File: src/hdl/pssa_pkg.sv
// ----------------------------------------------------------------------------
// pssa_pkg
// Shared types and constants of the parity split stacks with average unit:
// item and result payloads, operation and status codes, controller states
// and the command/status bundles between controller and datapath.
// ----------------------------------------------------------------------------
package pssa_pkg;

  localparam int unsigned DEF_STACK_DEPTH = 32;
  localparam int unsigned DATA_W          = 32;
  localparam int unsigned DEPTH_W         = 6;

  localparam logic [1:0] MODE_PUSH     = 2'd0;
  localparam logic [1:0] MODE_POP_EVEN = 2'd1;
  localparam logic [1:0] MODE_POP_ODD  = 2'd2;

  localparam logic signed [DATA_W-1:0] AVG_EMPTY = -32'sd1;

  typedef enum logic [1:0] {
    ST_DONE  = 2'd0,
    ST_FULL  = 2'd1,
    ST_EMPTY = 2'd2
  } status_t;

  typedef struct packed {
    logic [1:0]               mode;
    logic signed [DATA_W-1:0] value;
  } cmd_t;

  typedef struct packed {
    status_t                  status;
    logic [DEPTH_W-1:0]       even_depth;
    logic [DEPTH_W-1:0]       odd_depth;
    logic signed [DATA_W-1:0] even_average;
    logic signed [DATA_W-1:0] odd_average;
  } res_t;

  typedef enum logic [2:0] {
    S_IDLE,
    S_APPLY,
    S_DIV_START,
    S_DIV_WAIT,
    S_LOAD
  } ctrl_state_t;

  typedef struct packed {
    logic load_item;
    logic apply;
    logic div_start;
    logic load_out;
  } ctrl_cmd_t;

  typedef struct packed {
    logic div_busy;
    logic out_free;
  } dp_stat_t;

endpackage

File: src/hdl/pssa_stream_if.sv
// ----------------------------------------------------------------------------
// pssa_stream_if
// Valid/ready channel carrying one payload beat per handshake.
// ----------------------------------------------------------------------------
interface pssa_stream_if #(
  parameter type payload_t = logic
) ();
  logic     valid;
  logic     ready;
  payload_t payload;

  modport source (output valid, output payload, input ready);
  modport sink   (input valid, input payload, output ready);
endinterface

File: src/hdl/pssa_div.sv
// ----------------------------------------------------------------------------
// pssa_div
// Signed-by-unsigned restoring divider, one quotient bit per cycle,
// quotient truncated toward zero and cut to QUOT_W bits.
// ----------------------------------------------------------------------------
module pssa_div #(
  parameter int unsigned DIVIDEND_W = 37,
  parameter int unsigned DIVISOR_W  = 6,
  parameter int unsigned QUOT_W     = 32
) (
  input  logic                         clk,
  input  logic                         rst,
  input  logic                         start,
  input  logic signed [DIVIDEND_W-1:0] dividend,
  input  logic        [DIVISOR_W-1:0]  divisor,
  output logic                         busy,
  output logic signed [QUOT_W-1:0]     quotient
);

  localparam int unsigned STEP_W = $clog2(DIVIDEND_W + 1);

  logic [DIVIDEND_W-1:0] quo;
  logic [DIVISOR_W-1:0]  rem;
  logic [DIVISOR_W-1:0]  dvsr;
  logic                  neg;
  logic [STEP_W-1:0]     steps;

  logic [DIVISOR_W:0]    trial;
  logic [DIVISOR_W:0]    diff;
  logic                  fits;
  logic [QUOT_W-1:0]     mag;

  assign trial = {rem, quo[DIVIDEND_W-1]};
  assign diff  = trial - {1'b0, dvsr};
  assign fits  = trial >= {1'b0, dvsr};

  always_ff @(posedge clk) begin
    if (rst) begin
      busy  <= 1'b0;
      steps <= '0;
    end else if (start) begin
      busy  <= 1'b1;
      steps <= STEP_W'(DIVIDEND_W);
    end else if (busy) begin
      steps <= steps - 1'b1;
      if (steps == STEP_W'(1)) busy <= 1'b0;
    end
  end

  // work on the magnitude, restore the sign at the end
  always_ff @(posedge clk) begin
    if (start) begin
      neg  <= dividend[DIVIDEND_W-1];
      quo  <= dividend[DIVIDEND_W-1] ? DIVIDEND_W'(-dividend) : DIVIDEND_W'(dividend);
      rem  <= '0;
      dvsr <= divisor;
    end else if (busy) begin
      quo <= {quo[DIVIDEND_W-2:0], fits};
      rem <= fits ? diff[DIVISOR_W-1:0] : trial[DIVISOR_W-1:0];
    end
  end

  assign mag      = quo[QUOT_W-1:0];
  assign quotient = neg ? -mag : mag;

endmodule

File: src/hdl/pssa_datapath.sv
// ----------------------------------------------------------------------------
// pssa_datapath
// Both stacks with their counts and running sums, the two average dividers
// and the result register.
// ----------------------------------------------------------------------------
module pssa_datapath #(
  parameter int unsigned STACK_DEPTH = pssa_pkg::DEF_STACK_DEPTH
) (
  input  logic                clk,
  input  logic                rst,
  input  pssa_pkg::ctrl_cmd_t ctl,
  output pssa_pkg::dp_stat_t  stat,
  input  pssa_pkg::cmd_t      cmd_payload,
  output logic                res_valid,
  input  logic                res_ready,
  output pssa_pkg::res_t      res_payload
);
  import pssa_pkg::*;

  localparam int unsigned CNT_W   = $clog2(STACK_DEPTH + 1);
  localparam int unsigned ADDR_W  = $clog2(STACK_DEPTH);
  localparam int unsigned TOTAL_W = DATA_W + ADDR_W;
  localparam logic [CNT_W-1:0] FULL_CNT = CNT_W'(STACK_DEPTH);

  logic [1:0]                mode;
  logic signed [DATA_W-1:0]  value;
  status_t                   status;
  status_t                   status_next;

  logic [CNT_W-1:0]          even_cnt;
  logic [CNT_W-1:0]          odd_cnt;
  logic signed [TOTAL_W-1:0] even_total;
  logic signed [TOTAL_W-1:0] odd_total;

  logic [DATA_W-1:0]         even_mem [STACK_DEPTH];
  logic [DATA_W-1:0]         odd_mem  [STACK_DEPTH];
  logic signed [DATA_W-1:0]  even_rd;
  logic signed [DATA_W-1:0]  odd_rd;
  logic [ADDR_W-1:0]         even_top;
  logic [ADDR_W-1:0]         odd_top;

  logic push_even, push_odd, drop_even, drop_odd;
  logic signed [TOTAL_W-1:0] value_ext, even_rd_ext, odd_rd_ext;

  logic                      even_busy, odd_busy;
  logic signed [DATA_W-1:0]  even_quot, odd_quot;

  always_ff @(posedge clk) begin
    if (ctl.load_item) begin
      mode  <= cmd_payload.mode;
      value <= cmd_payload.value;
    end
  end

  always_comb begin
    push_even   = 1'b0;
    push_odd    = 1'b0;
    drop_even   = 1'b0;
    drop_odd    = 1'b0;
    status_next = ST_DONE;
    unique case (mode)
      MODE_PUSH: begin
        if (value[0]) begin
          if (odd_cnt == FULL_CNT) status_next = ST_FULL;
          else push_odd = 1'b1;
        end else begin
          if (even_cnt == FULL_CNT) status_next = ST_FULL;
          else push_even = 1'b1;
        end
      end
      MODE_POP_EVEN: begin
        if (even_cnt == '0) status_next = ST_EMPTY;
        else drop_even = 1'b1;
      end
      MODE_POP_ODD: begin
        if (odd_cnt == '0) status_next = ST_EMPTY;
        else drop_odd = 1'b1;
      end
      default: ;
    endcase
  end

  assign value_ext   = TOTAL_W'(value);
  assign even_rd_ext = TOTAL_W'(even_rd);
  assign odd_rd_ext  = TOTAL_W'(odd_rd);
  assign even_top    = ADDR_W'(even_cnt - 1'b1);
  assign odd_top     = ADDR_W'(odd_cnt - 1'b1);

  always_ff @(posedge clk) begin
    if (rst) begin
      even_cnt   <= '0;
      odd_cnt    <= '0;
      even_total <= '0;
      odd_total  <= '0;
    end else if (ctl.apply) begin
      if (push_even) begin
        even_cnt   <= even_cnt + 1'b1;
        even_total <= even_total + value_ext;
      end
      if (drop_even) begin
        even_cnt   <= even_cnt - 1'b1;
        even_total <= even_total - even_rd_ext;
      end
      if (push_odd) begin
        odd_cnt   <= odd_cnt + 1'b1;
        odd_total <= odd_total + value_ext;
      end
      if (drop_odd) begin
        odd_cnt   <= odd_cnt - 1'b1;
        odd_total <= odd_total - odd_rd_ext;
      end
    end
  end

  always_ff @(posedge clk) begin
    if (ctl.apply) status <= status_next;
  end

  // top entry is read every cycle; counts are steady from accept to apply
  always_ff @(posedge clk) begin
    if (ctl.apply && push_even) even_mem[even_cnt[ADDR_W-1:0]] <= value;
    even_rd <= even_mem[even_top];
  end

  always_ff @(posedge clk) begin
    if (ctl.apply && push_odd) odd_mem[odd_cnt[ADDR_W-1:0]] <= value;
    odd_rd <= odd_mem[odd_top];
  end

  pssa_div #(
    .DIVIDEND_W (TOTAL_W),
    .DIVISOR_W  (CNT_W),
    .QUOT_W     (DATA_W)
  ) u_div_even (
    .clk      (clk),
    .rst      (rst),
    .start    (ctl.div_start),
    .dividend (even_total),
    .divisor  (even_cnt),
    .busy     (even_busy),
    .quotient (even_quot)
  );

  pssa_div #(
    .DIVIDEND_W (TOTAL_W),
    .DIVISOR_W  (CNT_W),
    .QUOT_W     (DATA_W)
  ) u_div_odd (
    .clk      (clk),
    .rst      (rst),
    .start    (ctl.div_start),
    .dividend (odd_total),
    .divisor  (odd_cnt),
    .busy     (odd_busy),
    .quotient (odd_quot)
  );

  always_ff @(posedge clk) begin
    if (rst) begin
      res_valid <= 1'b0;
    end else if (ctl.load_out) begin
      res_valid <= 1'b1;
    end else if (res_ready) begin
      res_valid <= 1'b0;
    end
  end

  always_ff @(posedge clk) begin
    if (ctl.load_out) begin
      res_payload.status       <= status;
      res_payload.even_depth   <= DEPTH_W'(even_cnt);
      res_payload.odd_depth    <= DEPTH_W'(odd_cnt);
      res_payload.even_average <= (even_cnt == '0) ? AVG_EMPTY : even_quot;
      res_payload.odd_average  <= (odd_cnt == '0) ? AVG_EMPTY : odd_quot;
    end
  end

  assign stat.div_busy = even_busy | odd_busy;
  assign stat.out_free = !res_valid || res_ready;

endmodule

File: src/hdl/pssa_ctrl.sv
// ----------------------------------------------------------------------------
// pssa_ctrl
// Sequencer: take an item, apply it to the stacks, run both dividers,
// then hand the beat to the result register once it is free.
// ----------------------------------------------------------------------------
module pssa_ctrl (
  input  logic                clk,
  input  logic                rst,
  input  logic                cmd_valid,
  output logic                cmd_ready,
  input  pssa_pkg::dp_stat_t  stat,
  output pssa_pkg::ctrl_cmd_t ctl
);
  import pssa_pkg::*;

  ctrl_state_t state;
  ctrl_state_t state_next;

  always_ff @(posedge clk) begin
    if (rst) state <= S_IDLE;
    else     state <= state_next;
  end

  always_comb begin
    state_next = state;
    unique case (state)
      S_IDLE:      if (cmd_valid) state_next = S_APPLY;
      S_APPLY:     state_next = S_DIV_START;
      S_DIV_START: state_next = S_DIV_WAIT;
      S_DIV_WAIT:  if (!stat.div_busy) state_next = S_LOAD;
      S_LOAD:      if (stat.out_free) state_next = S_IDLE;
      default:     state_next = S_IDLE;
    endcase
  end

  always_comb begin
    cmd_ready     = 1'b0;
    ctl           = '0;
    unique case (state)
      S_IDLE: begin
        cmd_ready     = 1'b1;
        ctl.load_item = cmd_valid;
      end
      S_APPLY:     ctl.apply     = 1'b1;
      S_DIV_START: ctl.div_start = 1'b1;
      S_DIV_WAIT:  ;
      S_LOAD:      ctl.load_out  = stat.out_free;
      default:     ;
    endcase
  end

endmodule

File: src/hdl/parity_split_stacks_with_average_unit.sv
// ----------------------------------------------------------------------------
// parity_split_stacks_with_average_unit
// Two bounded stacks split by value parity, reporting depths and averages.
// ----------------------------------------------------------------------------
// The two averages come from a pair of bit-serial dividers working side by
// side, one quotient bit per cycle, on the running sums, which are TOTAL_W =
// 32 + log2(STACK_DEPTH) bits wide. One item is in work at a time; the next
// is taken while the previous result still waits in the output register.
module parity_split_stacks_with_average_unit #(
  parameter int unsigned STACK_DEPTH = pssa_pkg::DEF_STACK_DEPTH
) (
  input logic          clk,
  input logic          rst,
  pssa_stream_if.sink   cmd,
  pssa_stream_if.source res
);
  import pssa_pkg::*;

  ctrl_cmd_t ctl;
  dp_stat_t  stat;
  logic      ready;
  logic      valid;
  res_t      payload;

  pssa_ctrl u_ctrl (
    .clk       (clk),
    .rst       (rst),
    .cmd_valid (cmd.valid),
    .cmd_ready (ready),
    .stat      (stat),
    .ctl       (ctl)
  );

  pssa_datapath #(
    .STACK_DEPTH (STACK_DEPTH)
  ) u_datapath (
    .clk         (clk),
    .rst         (rst),
    .ctl         (ctl),
    .stat        (stat),
    .cmd_payload (cmd.payload),
    .res_valid   (valid),
    .res_ready   (res.ready),
    .res_payload (payload)
  );

  assign cmd.ready   = ready;
  assign res.valid   = valid;
  assign res.payload = payload;

endmodule

File: src/flat_wrapper.sv
// flat-port wrapper written by rule: the top's interface ports become plain ports
module parity_split_stacks_with_average_unit_flat import pssa_pkg::*;
#(
  parameter int unsigned STACK_DEPTH = pssa_pkg::DEF_STACK_DEPTH
)
  (clk, rst, cmd_valid, cmd_payload, cmd_ready, res_valid, res_payload, res_ready);
  pssa_stream_if cmd_i ();
  pssa_stream_if res_i ();
  input logic clk;
  input logic rst;
  input wire logic [$bits(cmd_i.valid)-1:0] cmd_valid;
  input wire logic [$bits(cmd_i.payload)-1:0] cmd_payload;
  output wire logic [$bits(cmd_i.ready)-1:0] cmd_ready;
  output wire logic [$bits(res_i.valid)-1:0] res_valid;
  output wire logic [$bits(res_i.payload)-1:0] res_payload;
  input wire logic [$bits(res_i.ready)-1:0] res_ready;
  assign cmd_i.valid = cmd_valid;
  assign cmd_i.payload = cmd_payload;
  assign cmd_ready = cmd_i.ready;
  assign res_valid = res_i.valid;
  assign res_payload = res_i.payload;
  assign res_i.ready = res_ready;
  parity_split_stacks_with_average_unit #(.STACK_DEPTH(STACK_DEPTH)) u_core (.clk(clk), .rst(rst), .cmd(cmd_i), .res(res_i));
endmodule
File: config.mk
export PLATFORM = sky130hd
export DESIGN_NAME = parity_split_stacks_with_average_unit_flat
export DESIGN_NICKNAME = d
export VERILOG_FILES = /design/src/hdl/pssa_pkg.sv /design/src/hdl/pssa_stream_if.sv /design/src/hdl/pssa_div.sv /design/src/hdl/pssa_datapath.sv /design/src/hdl/pssa_ctrl.sv /design/src/hdl/parity_split_stacks_with_average_unit.sv /design/src/flat_wrapper.sv
export SDC_FILE = /design/constraint.sdc
export NUM_CORES = 1
export LEC_CHECK = 0
export BUFFER_PORTS_ARGS = -buffer_cell sky130_fd_sc_hd__buf_4
export CORE_UTILIZATION = 30
export DETAILED_ROUTE_END_ITERATION = 6
export PLACE_DENSITY_LB_ADDON = 0.2
export SLEW_MARGIN = 20
export SYNTH_ARGS = -nofsm -noshare
export SYNTH_HDL_FRONTEND = slang
export SYNTH_SLANG_ARGS = --single-unit
File: constraint.sdc
create_clock -name clk -period 2.6 [get_ports clk]
set_input_delay 0.13 -clock clk [delete_from_list [all_inputs] [get_ports clk]]
set_output_delay 0.13 -clock clk [all_outputs]
set_load 0.02 [all_outputs]
==> flow_summary.ini <==
[global_routing]
use_met2 = 0.208
track_usage = 0.133
busiest_layer = met2
grt_max_degree = 57
grt_pass1_vias = 4342
grt-ovfl-total = 0
antenna_found_initial = 0
met3_usage = 0.0262
met1_usage = 0.181
grt_pass1_wl_um = 21300

[drt]
num_vias = 4533
via_per_inst = 4.94
wire_per_inst_um = 13.6
drtPass1Iterations = 5
wirelength_um = 12500
drc = 0
drt_iter0_markers = 194
antenna_left = 0

[setup_path]
worst-endpoint-arrival_ps = 2400
worstSetupEndpointType = flip-flop
r2r_start = u_core.u_datapath.odd_total[19]
crit_required_ps = 2710
r2r_cells = 5
path_max_fanout = 10
r2r_slack_ps = 310
worstSetupStartpointType = flip-flop
worstReg2RegEnd = u_core.u_datapath.u_div_odd.quo[34]
critPathKind = reg -> reg

[cells_and_area]
synthToLayoutAreaGrowth_pct = 11.1
final_common_cell = dfxtp_1
drive_above_1_share = 0.0844
antennaDiodeCount = 0
final_cell_mix = dfxtp_1 (66), nand2_1 (64), o21ai_0 (58), nor2_1 (57), xor2_1 (55)
fin_nets = 668
final_util = 0.341

[floorplanning]
num_rows = 51
initial_core_util = 0.307
ios = 8
core_mm2 = 0.0195
die_area_mm2 = 0.0205
die_x_um = 143
fp.dieH_um = 143

[sta]
fin_skew_ps = 7.80
setup_violations = 0
maxSlewHeadroom = 0.509
period_share = 0.882
tns_ps = 0
drv_slew = 0
hold_viol_final = 0
fmax_mhz = 436
grt_setup_unrepaired = no
fin_crit_ps = 2290
worstMarginPinSlew_ps = 732

[clock_tree]
cts_buffer_depth = 2
cts_max_level = 3
path_clk_slew_ps = 70
clockRootBuffer = clkbuf_16
cts_tree = done
clock-sinks = 112
insertion_delay_ps = 350
cts_buffers = 9

[run_status]
outcome = complete, no violations

[synth]
synth.avg_cell_area_um2 = 9.12
syn_inst = 655
synth_top_area_frac = 0.226
synth_top_area_cell = edfxtp_1
yosysSeqAreaShare = 0.451
yosys_register_bits = 112
synthesis.area_mm2 = 0.00597
syn_nets = 676
synth.yosys.warnings = 0
ys.flop_type = dfxtp_1
synth.area.top_cells = edfxtp_1 (23%), dfxtp_1 (22%), xor2_1 (8.1%)
synth_edf_count = 45
ys_types = 54
ys_async_sr_fraction = 0

[power]
swShare = 0.279
seqPwrFrac = 0.503
intPower_w = 0.00307
p_switching_w = 0.00119
vdd_drop_max_mv = 0.282
power_density_mw_per_mm2 = 643
p_leak_nw = 2.49
p_clk_frac = 0.319
combPwrFrac = 0.178

[min_path]
holdPathStages = 3
hold_path_startpoint = cmd_valid
worstHoldPathType = in -> reg
holdPathEnd = u_core.u_ctrl.state[0]

[run]
maxCapViolCount = 0

[place]
gp_congestion = 0.775
dpl.hpwl_um = 8620
port_buffers = 7
-- stage by stage --
stage	power (W)	std cells	hold slack (ps)	area (um2)	setup slack, ps
finish	0.00426	917	61.9	6630	307
global route	0.00451	917	83.2	6630	150
CTS	0.00432	915	49.6	6610	113
detailed placement	0.00295	898	309	6310	126
global placement	0.00292	898	312	6310	148
floorplan	0.00274	655	229	5970	136
-- cell usage after synthesis, types with 2 or more instances --
master	n
a211oi_1	4
a21o_1	3
a21oi_1	35
a31oi_1	2
and2_1	3
and3_1	4
and4_1	2
buf_2	10
clkbuf_1	34
dfxtp_1	67
edfxtp_1	45
ha_1	15
inv_1	26
nand2_1	64
nand2b_1	5
nand3_1	27
nand3b_1	2
nand4_1	18
nor2_1	57
nor2b_1	3
nor3_1	12
nor3_2	2
nor4_1	5
nor4_2	2
nor4_4	2
o211a_1	2
o21a_1	2
o21ai_0	58
o31a_1	2
o31ai_1	23
o41ai_1	7
or3_1	15
or3b_2	2
or4_1	9
xnor2_1	13
xor2_1	55
-- critical path, cell delays in order (launching register included) --
cell and delay [ps]:
dfxtp_1 440, nor4_4 490, nand4_1 240, or4_1 460
and3b_1 190, o31a_1 240
-- metal layers --
metal  up-vias  part of all wire
met5         -                 0
li1       2319                 -
met4         0             0.014
met2        56              0.45
met1      2146              0.51
met3        12             0.030
-- registers in the layout, summed over array words and instances, names as in the netlist --
signal / flops
u_core.u_datapath.odd_total: 37
u_core.u_datapath.u_div_odd.quo: 37
u_core.u_datapath.odd_cnt: 6
u_core.u_datapath.u_div_even.steps: 6
u_core.u_datapath.u_div_odd.dvsr: 6
u_core.u_datapath.u_div_odd.rem: 6
u_core.u_datapath.u_div_odd.steps: 6
u_core.u_ctrl.state: 3
u_core.u_datapath.res_payload: 1
u_core.u_datapath.res_valid: 1
u_core.u_datapath.u_div_even.busy: 1
u_core.u_datapath.u_div_odd.busy: 1
u_core.u_datapath.value: 1
-- what timing repair did --
item / in CTS / in global routing
resized for setup: 0 / 1
hold buffers: 1 / 0
hold endpoints to repair: 1 / 0
buffers inserted: 0 / 2
setup endpoints to repair: 0 / 4
-- kinds of logic (layout without fill, tap and decap cells) --
group	Yosys count	count (layout)	share of synthesized area
compound gates	145	145	0.148
xor+xnor	68	68	0.0997
fa+ha+maj	16	16	0.0348
buf+inv	72	69	0.0492
flops	112	112	0.451
mux	1	1	0.00168
simple gates	241	241	0.215
-- layout make-up --
type	instances	area [um2]
inverters	26	97.6
well taps	265	332
clock buffers	14	274
clock inverters	2	11.3
flip-flops and latches	112	2690
multi-input cells	471	2990
fillers	1982	12800
repair buffers	27	230
-- power by group through the flow --
stage          logic, W  registers (W)  clock network [W]
2_1_floorplan  0.000583        0.00216                  0
3_3_place_gp   0.000743        0.00218                  0
3_5_place_dp   0.000764        0.00218                  0
4_1_cts        0.000770        0.00214            0.00140
5_1_grt        0.000874        0.00217            0.00147
6_report       0.000760        0.00214            0.00136
-- how the worst max path moves through the flow --
stage,from,end,slack [ps],cells past startpoint
after global routing,u_core.u_datapath.odd_cnt[0],u_core.u_datapath.odd_total[20],150,8
after CTS,u_core.u_datapath.odd_cnt[0],u_core.u_datapath.odd_total[36],110,7
after floorplan,u_core.u_ctrl.state[2],u_core.u_datapath.u_div_odd.quo[0],140,5
after global placement,u_core.u_datapath.odd_total[19],u_core.u_datapath.u_div_odd.quo[34],150,5
final,u_core.u_datapath.odd_total[19],u_core.u_datapath.u_div_odd.quo[34],310,5
after detailed placement,u_core.u_datapath.odd_total[19],u_core.u_datapath.u_div_odd.quo[34],130,5
Power figures use the tool's default switching activity.
